===== src/hdl/filtered_nearest_delta_r_match_core_defines.svh =====
// Assertion macros for the filtered nearest delta-R match core.
`ifndef FILTERED_NEAREST_DELTA_R_MATCH_CORE_DEFINES_SVH
`define FILTERED_NEAREST_DELTA_R_MATCH_CORE_DEFINES_SVH

// Plain property checked on every rising clock edge outside reset
`define FDRM_ASSERT(lbl, prop, msg) \
  lbl: assert property (@(posedge clk) disable iff (!rst_n) (prop)) else $error(msg);

// Same-cycle implication
`define FDRM_ASSERT_IMP(lbl, ante, cons, msg) \
  lbl: assert property (@(posedge clk) disable iff (!rst_n) (ante) |-> (cons)) else $error(msg);

// Next-cycle implication
`define FDRM_ASSERT_NEXT(lbl, ante, cons, msg) \
  lbl: assert property (@(posedge clk) disable iff (!rst_n) (ante) |=> (cons)) else $error(msg);

`endif


===== src/hdl/fdrm_pkg.sv =====
// Package of widths, register indices and reset values for the delta-R match core.
package fdrm_pkg;

  // Field widths
  localparam int ETA_W    = 11;
  localparam int PHI_W    = 10;
  localparam int STATUS_W = 8;
  localparam int ID_W     = 24;
  localparam int RAD_W    = 22;
  localparam int IDX_W    = 10;
  localparam int SQE_W    = 2 * ETA_W;
  localparam int SQP_W    = 2 * PHI_W;
  localparam int DIST_W   = SQE_W + 1;

  // Stream payload widths (whole bytes)
  localparam int IN_DATA_W  = 56;
  localparam int OUT_DATA_W = 16;

  // Configuration port
  localparam int CFG_IDX_W  = 3;
  localparam int CFG_DATA_W = 24;
  localparam int NUM_EXCL_REGS = 4;

  typedef enum logic [CFG_IDX_W-1:0] {
    CFG_RADIUS_SQ  = 3'd0,
    CFG_STATUS_OFF = 3'd1,
    CFG_STATUS_WANT = 3'd2,
    CFG_EXCL_A     = 3'd3,
    CFG_EXCL_B     = 3'd4,
    CFG_EXCL_C     = 3'd5,
    CFG_EXCL_D     = 3'd6
  } cfg_idx_t;

  // Input kind codes
  localparam logic KIND_REF  = 1'b0;
  localparam logic KIND_PART = 1'b1;

  // Reset values of the registers
  localparam logic [RAD_W-1:0]    RADIUS_SQ_RST  = 22'd1061;
  localparam logic                STATUS_OFF_RST = 1'b1;
  localparam logic [STATUS_W-1:0] STATUS_WANT_RST = 8'd1;

  // Parameter defaults
  localparam int MAX_LIST_DEF      = 1024;
  localparam int EXCLUDE_SLOTS_DEF = 4;

endpackage


===== src/hdl/filtered_nearest_delta_r_match_core.sv =====
// Filtered nearest delta-R matcher: three-register pipeline with stream ports.
// Path from input transfer to result transfer: input register, squares register,
//   result register; one item per cycle sustained unless a last item waits on the result stream.
// Stages retire independently, so items keep entering while a result waits,
//   until the next last item reaches the squares register and holds there.
// Synchronous active-low reset: registers return to their defaults, reference
//   (0,0), best distance 1061, no match, list position 0, pipeline empty.
module filtered_nearest_delta_r_match_core #(
  parameter int MAX_LIST      = fdrm_pkg::MAX_LIST_DEF,
  parameter int EXCLUDE_SLOTS = fdrm_pkg::EXCLUDE_SLOTS_DEF
) (
  input  logic                            clk,
  input  logic                            rst_n,
  // Input stream
  input  logic                            in_tvalid,
  output logic                            in_tready,
  // tdata: eta_val[10:0], phi_val[20:11], part_status[28:21],
  //        part_id_abs[52:29], zero fill [55:53]
  input  logic [fdrm_pkg::IN_DATA_W-1:0]  in_tdata,
  // tuser: kind (0 reference, 1 particle)
  input  logic                            in_tuser,
  input  logic                            in_tlast,
  // Result stream
  output logic                            out_tvalid,
  input  logic                            out_tready,
  // tdata: match_found[0], match_index[10:1], zero fill [15:11]
  output logic [fdrm_pkg::OUT_DATA_W-1:0] out_tdata,
  // Configuration write port
  input  logic                            cfg_we,
  input  logic [fdrm_pkg::CFG_IDX_W-1:0]  cfg_index,
  input  logic [fdrm_pkg::CFG_DATA_W-1:0] cfg_wdata
);
  import fdrm_pkg::*;
  `include "filtered_nearest_delta_r_match_core_defines.svh"

  localparam int CNT_W = $clog2(MAX_LIST + 1);
  localparam int POS_W = $clog2(MAX_LIST);

  // ---------------- configuration registers ----------------
  logic [RAD_W-1:0]    radius_sq_r;
  logic                status_off_r;
  logic [STATUS_W-1:0] status_want_r;
  logic [ID_W-1:0]     excl_r [EXCLUDE_SLOTS];

  always_ff @(posedge clk) begin
    if (!rst_n) begin
      radius_sq_r   <= RADIUS_SQ_RST;
      status_off_r  <= STATUS_OFF_RST;
      status_want_r <= STATUS_WANT_RST;
    end else if (cfg_we) begin
      case (cfg_index)
        CFG_RADIUS_SQ:   radius_sq_r   <= cfg_wdata[RAD_W-1:0];
        CFG_STATUS_OFF:  status_off_r  <= cfg_wdata[0];
        CFG_STATUS_WANT: status_want_r <= cfg_wdata[STATUS_W-1:0];
        default: ;
      endcase
    end
  end

  // Excluded ids; only the first four slots have a register index
  for (genvar k = 0; k < EXCLUDE_SLOTS; k++) begin : g_excl
    always_ff @(posedge clk) begin
      if (!rst_n) begin
        excl_r[k] <= '0;
      end else if (cfg_we && (k < NUM_EXCL_REGS)
                   && (cfg_index == CFG_IDX_W'(int'(CFG_EXCL_A) + k))) begin
        excl_r[k] <= cfg_wdata[ID_W-1:0];
      end
    end
  end

  // ---------------- stage handshakes ----------------
  logic s1_v_r, s2_v_r, out_valid_r;
  logic s1_go, s2_go, s1_free, s2_free, out_free;

  assign out_free  = !out_valid_r || out_tready;
  logic s2_last_r;
  assign s2_go     = s2_v_r && (!s2_last_r || out_free);
  assign s2_free   = !s2_v_r || s2_go;
  assign s1_go     = s1_v_r && s2_free;
  assign s1_free   = !s1_v_r || s1_go;
  assign in_tready = s1_free;

  logic in_xfer;
  assign in_xfer = in_tvalid && in_tready;

  // ---------------- stage 1: input register ----------------
  logic                   s1_kind_r, s1_last_r;
  logic signed [ETA_W-1:0] s1_eta_r;
  logic [PHI_W-1:0]       s1_phi_r;
  logic [STATUS_W-1:0]    s1_status_r;
  logic [ID_W-1:0]        s1_id_r;

  always_ff @(posedge clk) begin
    if (!rst_n) begin
      s1_v_r <= 1'b0;
    end else if (s1_free) begin
      s1_v_r <= in_tvalid;
    end
  end

  always_ff @(posedge clk) begin
    if (in_xfer) begin
      s1_kind_r   <= in_tuser;
      s1_last_r   <= in_tlast;
      s1_eta_r    <= in_tdata[ETA_W-1:0];
      s1_phi_r    <= in_tdata[ETA_W +: PHI_W];
      s1_status_r <= in_tdata[ETA_W+PHI_W +: STATUS_W];
      s1_id_r     <= in_tdata[ETA_W+PHI_W+STATUS_W +: ID_W];
    end
  end

  // Reference point and list position, updated as items leave stage 1
  logic signed [ETA_W-1:0] ref_eta_r;
  logic [PHI_W-1:0]        ref_phi_r;
  logic [CNT_W-1:0]        pos_cnt_r;
  logic [CNT_W-1:0]        pos_cnt_nxt;

  always_comb begin
    pos_cnt_nxt = pos_cnt_r;
    if (s1_kind_r == KIND_REF || s1_last_r) begin
      pos_cnt_nxt = '0;
    end else if (pos_cnt_r < CNT_W'(MAX_LIST)) begin
      pos_cnt_nxt = pos_cnt_r + CNT_W'(1);
    end
  end

  always_ff @(posedge clk) begin
    if (!rst_n) begin
      ref_eta_r <= '0;
      ref_phi_r <= '0;
      pos_cnt_r <= '0;
    end else if (s1_go) begin
      pos_cnt_r <= pos_cnt_nxt;
      if (s1_kind_r == KIND_REF) begin
        ref_eta_r <= s1_eta_r;
        ref_phi_r <= s1_phi_r;
      end
    end
  end

  // Filtering: position in range, status match unless status filtering is off, no excluded id
  logic id_hit;
  logic s1_elig;

  always_comb begin
    id_hit = 1'b0;
    for (int k = 0; k < EXCLUDE_SLOTS; k++) begin
      if (excl_r[k] != '0 && excl_r[k] == s1_id_r) id_hit = 1'b1;
    end
    s1_elig = (pos_cnt_r < CNT_W'(MAX_LIST))
              && (status_off_r || (s1_status_r == status_want_r))
              && !id_hit;
  end

  // Distance components: |deta| and phi difference the short way round
  logic signed [ETA_W:0] deta;
  logic [ETA_W-1:0]      ade;
  logic [PHI_W-1:0]      dp_raw, adp;
  logic [SQE_W-1:0]      sq_eta;
  logic [SQP_W-1:0]      sq_phi;

  always_comb begin
    deta   = {s1_eta_r[ETA_W-1], s1_eta_r} - {ref_eta_r[ETA_W-1], ref_eta_r};
    ade    = deta[ETA_W] ? ETA_W'(-deta) : deta[ETA_W-1:0];
    dp_raw = s1_phi_r - ref_phi_r;
    adp    = dp_raw[PHI_W-1] ? PHI_W'((PHI_W+1)'(1 << PHI_W) - {1'b0, dp_raw}) : dp_raw;
    sq_eta = SQE_W'(ade) * SQE_W'(ade);
    sq_phi = SQP_W'(adp) * SQP_W'(adp);
  end

  // ---------------- stage 2: squares register ----------------
  logic              s2_kind_r, s2_elig_r;
  logic [POS_W-1:0]  s2_pos_r;
  logic [SQE_W-1:0]  s2_sq_eta_r;
  logic [SQP_W-1:0]  s2_sq_phi_r;

  always_ff @(posedge clk) begin
    if (!rst_n) begin
      s2_v_r <= 1'b0;
    end else if (s2_free) begin
      s2_v_r <= s1_go;
    end
  end

  always_ff @(posedge clk) begin
    if (s1_go) begin
      s2_kind_r   <= s1_kind_r;
      s2_last_r   <= s1_last_r;
      s2_elig_r   <= s1_elig;
      s2_pos_r    <= pos_cnt_r[POS_W-1:0];
      s2_sq_eta_r <= sq_eta;
      s2_sq_phi_r <= sq_phi;
    end
  end

  // ---------------- best-match tracking ----------------
  logic [RAD_W-1:0] best_dist_r, best_dist_nxt;
  logic [POS_W-1:0] best_pos_r, best_pos_nxt;
  logic             have_r, have_nxt;
  logic [DIST_W-1:0] dist_sum;
  logic              found_new;
  logic [POS_W-1:0]  pos_new;

  always_comb begin
    dist_sum      = DIST_W'(s2_sq_eta_r) + DIST_W'(s2_sq_phi_r);
    best_dist_nxt = best_dist_r;
    best_pos_nxt  = best_pos_r;
    have_nxt      = have_r;
    if (s2_kind_r == KIND_REF) begin
      best_dist_nxt = radius_sq_r;
      best_pos_nxt  = '0;
      have_nxt      = 1'b0;
    end else if (s2_elig_r && (dist_sum < DIST_W'(best_dist_r))) begin
      best_dist_nxt = dist_sum[RAD_W-1:0];
      best_pos_nxt  = s2_pos_r;
      have_nxt      = 1'b1;
    end
    // Result taken from the updated state, then the search restarts
    found_new = have_nxt;
    pos_new   = have_nxt ? best_pos_nxt : '0;
    if (s2_last_r) begin
      best_dist_nxt = radius_sq_r;
      best_pos_nxt  = '0;
      have_nxt      = 1'b0;
    end
  end

  always_ff @(posedge clk) begin
    if (!rst_n) begin
      best_dist_r <= RADIUS_SQ_RST;
      best_pos_r  <= '0;
      have_r      <= 1'b0;
    end else if (s2_go) begin
      best_dist_r <= best_dist_nxt;
      best_pos_r  <= best_pos_nxt;
      have_r      <= have_nxt;
    end
  end

  // ---------------- result register ----------------
  logic             out_found_r;
  logic [IDX_W-1:0] out_index_r;

  always_ff @(posedge clk) begin
    if (!rst_n) begin
      out_valid_r <= 1'b0;
    end else if (s2_go && s2_last_r) begin
      out_valid_r <= 1'b1;
    end else if (out_tready) begin
      out_valid_r <= 1'b0;
    end
  end

  always_ff @(posedge clk) begin
    if (s2_go && s2_last_r) begin
      out_found_r <= found_new;
      out_index_r <= IDX_W'(pos_new);
    end
  end

  assign out_tvalid = out_valid_r;
  assign out_tdata  = {(OUT_DATA_W-IDX_W-1)'(0), out_index_r, out_found_r};

  // ---------------- assertions ----------------
  `FDRM_ASSERT_IMP(a_nomatch_pos_zero, !have_r, best_pos_r == '0, "best position set without a match")
  `FDRM_ASSERT(a_pos_bounded, pos_cnt_r <= CNT_W'(MAX_LIST), "list position beyond MAX_LIST")
  `FDRM_ASSERT_IMP(a_nomatch_index_zero, out_valid_r && !out_found_r, out_index_r == '0, "index nonzero without match")
  `FDRM_ASSERT_NEXT(a_last_held, s2_v_r && s2_last_r && out_valid_r && !out_tready, s2_v_r && s2_last_r, "last item dropped while result stalled")

endmodule

===== config.mk =====
export PLATFORM = sky130hd
export DESIGN_NAME = filtered_nearest_delta_r_match_core
export DESIGN_NICKNAME = d
export VERILOG_FILES = /design/src/hdl/fdrm_pkg.sv /design/src/hdl/filtered_nearest_delta_r_match_core.sv
export VERILOG_INCLUDE_DIRS = /design/src /design/src/hdl
export SDC_FILE = /design/constraint.sdc
export NUM_CORES = 1
export LEC_CHECK = 0
export ABC_AREA = 1
export BUFFER_PORTS_ARGS = -buffer_cell sky130_fd_sc_hd__buf_2
export CAP_MARGIN = 0
export CORE_ASPECT_RATIO = 0.7
export CORE_MARGIN = 2
export CORE_UTILIZATION = 44
export DETAILED_ROUTE_END_ITERATION = 8
export PLACE_DENSITY = 0.59
export SETUP_SLACK_MARGIN = 0.1
export SLEW_MARGIN = 20
export SYNTH_ARGS = -nofsm -noshare
export SYNTH_HDL_FRONTEND = slang
export SYNTH_SLANG_ARGS = --single-unit
export TNS_END_PERCENT = 5

===== constraint.sdc =====
create_clock -name clk -period 8.55 [get_ports clk]
set_clock_uncertainty 0.2 [all_clocks]
set_input_delay 2.565 -clock clk [delete_from_list [all_inputs] [get_ports clk]]
set_output_delay 2.565 -clock clk [all_outputs]
set_load 0.05 [all_outputs]

==> results.py <==
metrics = {
    "run_status": {
        "outcome": "finished, final reports clean",
    },
    "logic_synthesis": {
        "yosysTopAreaCell": "edfxtp_1",
        "yosysMostFrequentCell": "nand2_1",
        "synth_top_family_by_area": "simple AND/OR/NAND/NOR gates",
        "synth_compound_area_share_pct": 7.52,
        "synth_xor_area_share_pct": 6.25,
        "synth.area.mux_share_pct": 0,
        "synthAdderAreaFrac_pct": 19.3,
        "synth.top_cells.by_count": "nand2_1, inv_1, nor2_1",
        "ys.flop_type": "edfxtp_1",
        "netlist_instances": 2503,
        "synth_top_area_share_pct": 29.4,
        "yosysWarningCount": 0,
        "synth_edf_count": 215,
        "synth-seq-cells": 314,
        "netlist_area_mm2": 0.0219,
        "synth.avg_cell_area_um2": 8.77,
        "yosysUniqueCellTypes": 56,
        "synth-simple-area-share_pct": 19.8,
        "seq_area_frac_synth_pct": 38.5,
        "synthArstFlopShare_pct": 0,
        "synth_area_leaders": "edfxtp_1, fa_1, ha_1",
    },
    "placement": {
        "dp_hpwl_um": 39900,
        "port_buffers": 99,
        "gp_congestion": 0.865,
    },
    "sta": {
        "rsz0062_at_grt": "false",
        "finalCritPeriodShare_pct": 86.9,
        "tns_ns": 0,
        "min_period_ns": 7.43,
        "finalSetupViolations": 0,
        "maxSlewHeadroom_pct": 27.6,
        "finalMaxSlewViolations": 0,
        "tightest_slew_ns": 1.08,
        "fmax_ghz": 0.135,
        "finalHoldViolCount": 0,
    },
    "floorplan": {
        "die_w_um": 271,
        "die_area_mm2": 0.0517,
        "pin_count": 108,
        "core_mm2": 0.0493,
        "die_h_um": 191,
        "initial_core_util_pct": 44.5,
        "rows": 68,
    },
    "grt": {
        "grt_pass1_vias": 16200,
        "grt_use_met1_pct": 30.1,
        "grt_use_met3_pct": 3.64,
        "grt_first_pass_wirelength_um": 83900,
        "grt-ovfl-total": 0,
        "grt_usage_pct": 20.2,
        "grt_antenna_before_repair": 0,
        "grt_max_degree": 54,
        "grt-busiest-layer": "met2",
        "met2_usage_pct": 31.0,
    },
    "final_layout": {
        "n_fill_cell": 4734,
        "syn2layout_area_growth_pct": 10.9,
        "nets": 2957,
        "num_antenna_cells": 0,
        "drive_gt1_share_pct": 9.69,
        "register_area_mm2": 0.00844,
        "utilization_pct": 49.4,
        "multi_input_area_mm2": 0.0117,
    },
    "clock_network": {
        "cts_resized": 0,
        "cts-buffers-inserted": 35,
        "clk_pin_slew_ns": 0.06,
        "cts.sinks": 314,
        "post_cts_buffers": 0,
        "cts-htree-levels": 2,
        "ctsRootBufferMaster": "clkbuf_16",
        "clockBufferDepth": 3,
        "clk_latency_ns": 0.56,
        "cts_hold_buf": 0,
        "cts_tree": "yes",
    },
    "hold_path": {
        "min_path_cells": 0,
        "holdPathEnd": "s2_pos_r[5]",
        "hp-class": "flip-flop to flip-flop",
        "min_from": "pos_cnt_r[5]",
    },
    "setup_path": {
        "cp_data_arrival_time_ns": 7.54,
        "worstSetupPathType": "flip-flop to flip-flop",
        "reg2reg_depth": 31,
        "r2r_slack_ns": 1.12,
        "cpPeakStageDelay_ns": 0.58,
        "worst_r2r_endpoint": "s2_sq_eta_r[21]",
        "cp.required_ns": 8.66,
        "cp_common_cell": "fa_1",
        "critPathSlowestCell": "fa_1",
        "start_kind": "flip-flop",
        "end_kind": "flip-flop",
        "r2r-start": "s1_eta_r[0]",
        "critPathMaxFanout": 10,
    },
    "drt": {
        "drtAntennaViolNets": 0,
        "post_drt_wl_per_cell_um": 15.6,
        "vias": 16500,
        "wl_um": 51200,
        "first_iter_violations": 1059,
        "vias_per_cell": 5.01,
        "drc_errors": 0,
        "drt_pre_antenna_iters": 5,
    },
    "flow_run": {
        "cap_violations": 0,
    },
}
[per-stage QoR]
step	setup WS [ns]	instances	hold WS, ns	area, um2
2_1_floorplan	1.86	2513	0.208	22000
3_3_place_gp	1.18	3223	0.222	23100
3_5_place_dp	1.08	3223	0.244	23100
4_1_cts	1.08	3287	0.256	24300
5_1_grt	0.523	3287	0.261	24300
6_report	1.12	3287	0.244	24300
[critical path, delay by kind of cell, from the launching register on]
family                     cells  cell delay [ns]
DFF                            1             0.35
and+or+nand+nor               11             1.23
AOI/OAI and AO/OA              6             1.04
adders and majority gates      9             3.85
buffers and inverters          5             0.49
[state kept, by name (all words and copies together), names as in the netlist, 8 cells and up]
| signal | cells |
|---|---|
| s2_sq_phi_r | 19 |
| ref_phi_r | 10 |
| pos_cnt_r | 11 |
| s1_phi_r | 10 |
| s1_id_r | 24 |
| best_pos_r | 10 |
| out_index_r | 10 |
| ref_eta_r | 11 |
| s1_status_r | 8 |
| excl_r | 96 |
| status_want_r | 8 |
| best_dist_r | 22 |
| s2_pos_r | 10 |
| s2_sq_eta_r | 21 |
| s1_eta_r | 11 |
| radius_sq_r | 22 |
[per-layer routing]
layer  vias up  part of all wire, %
met5         -                    0
met4         0                  1.1
met3        45                  5.9
met2       332                   42
met1      7818                   51
li1       8271                    -
[worst max-delay path by stage]
| stage | startpoint | slack [ns] | cells after the start | end |
|---|---|---|---|---|
| 2_1_floorplan | s1_eta_r[0] | 1.86 | 31 | s2_sq_eta_r[21] |
| 3_3_place_gp | s1_eta_r[0] | 1.18 | 31 | s2_sq_eta_r[21] |
| 3_5_place_dp | s1_eta_r[0] | 1.08 | 31 | s2_sq_eta_r[21] |
| 4_1_cts | s1_phi_r[0] | 1.08 | 35 | s2_sq_phi_r[18] |
| 5_1_grt | s1_phi_r[0] | 0.52 | 34 | s2_sq_phi_r[15] |
| 6_report | s1_eta_r[0] | 1.12 | 31 | s2_sq_eta_r[21] |
[cell type report]
cell class	instances	share of cell area, %
clock buffer	48	4.01
clock inverter	16	0.905
inverter	425	6.60
multi-input combinational	1710	48.0
sequential	314	34.7
tap	665	3.42
timing repair buffer	109	2.35
[kinds of logic (layout without fill, tap and decap cells)]
group | after synthesis | in the layout
compound gates | 295 | 295
xor+xnor | 145 | 145
fa+ha+maj | 272 | 272
buf+inv | 489 | 598
flops | 314 | 314
other cells | 2 | 12
simple gates | 986 | 986
[cells in the final DEF (no fill, tap or decap), types with 99 or more instances in the layout]
cell type  count
inv_1        412
edfxtp_1     215
nand2_1      435
ha_1         160
fa_1         112
a21oi_1      147
nor2_1       272
buf_2         99
dfxtp_1       99
Power is not shown: default switching activity piles up to over one toggle a cycle in this logic, so the estimate is an artifact.
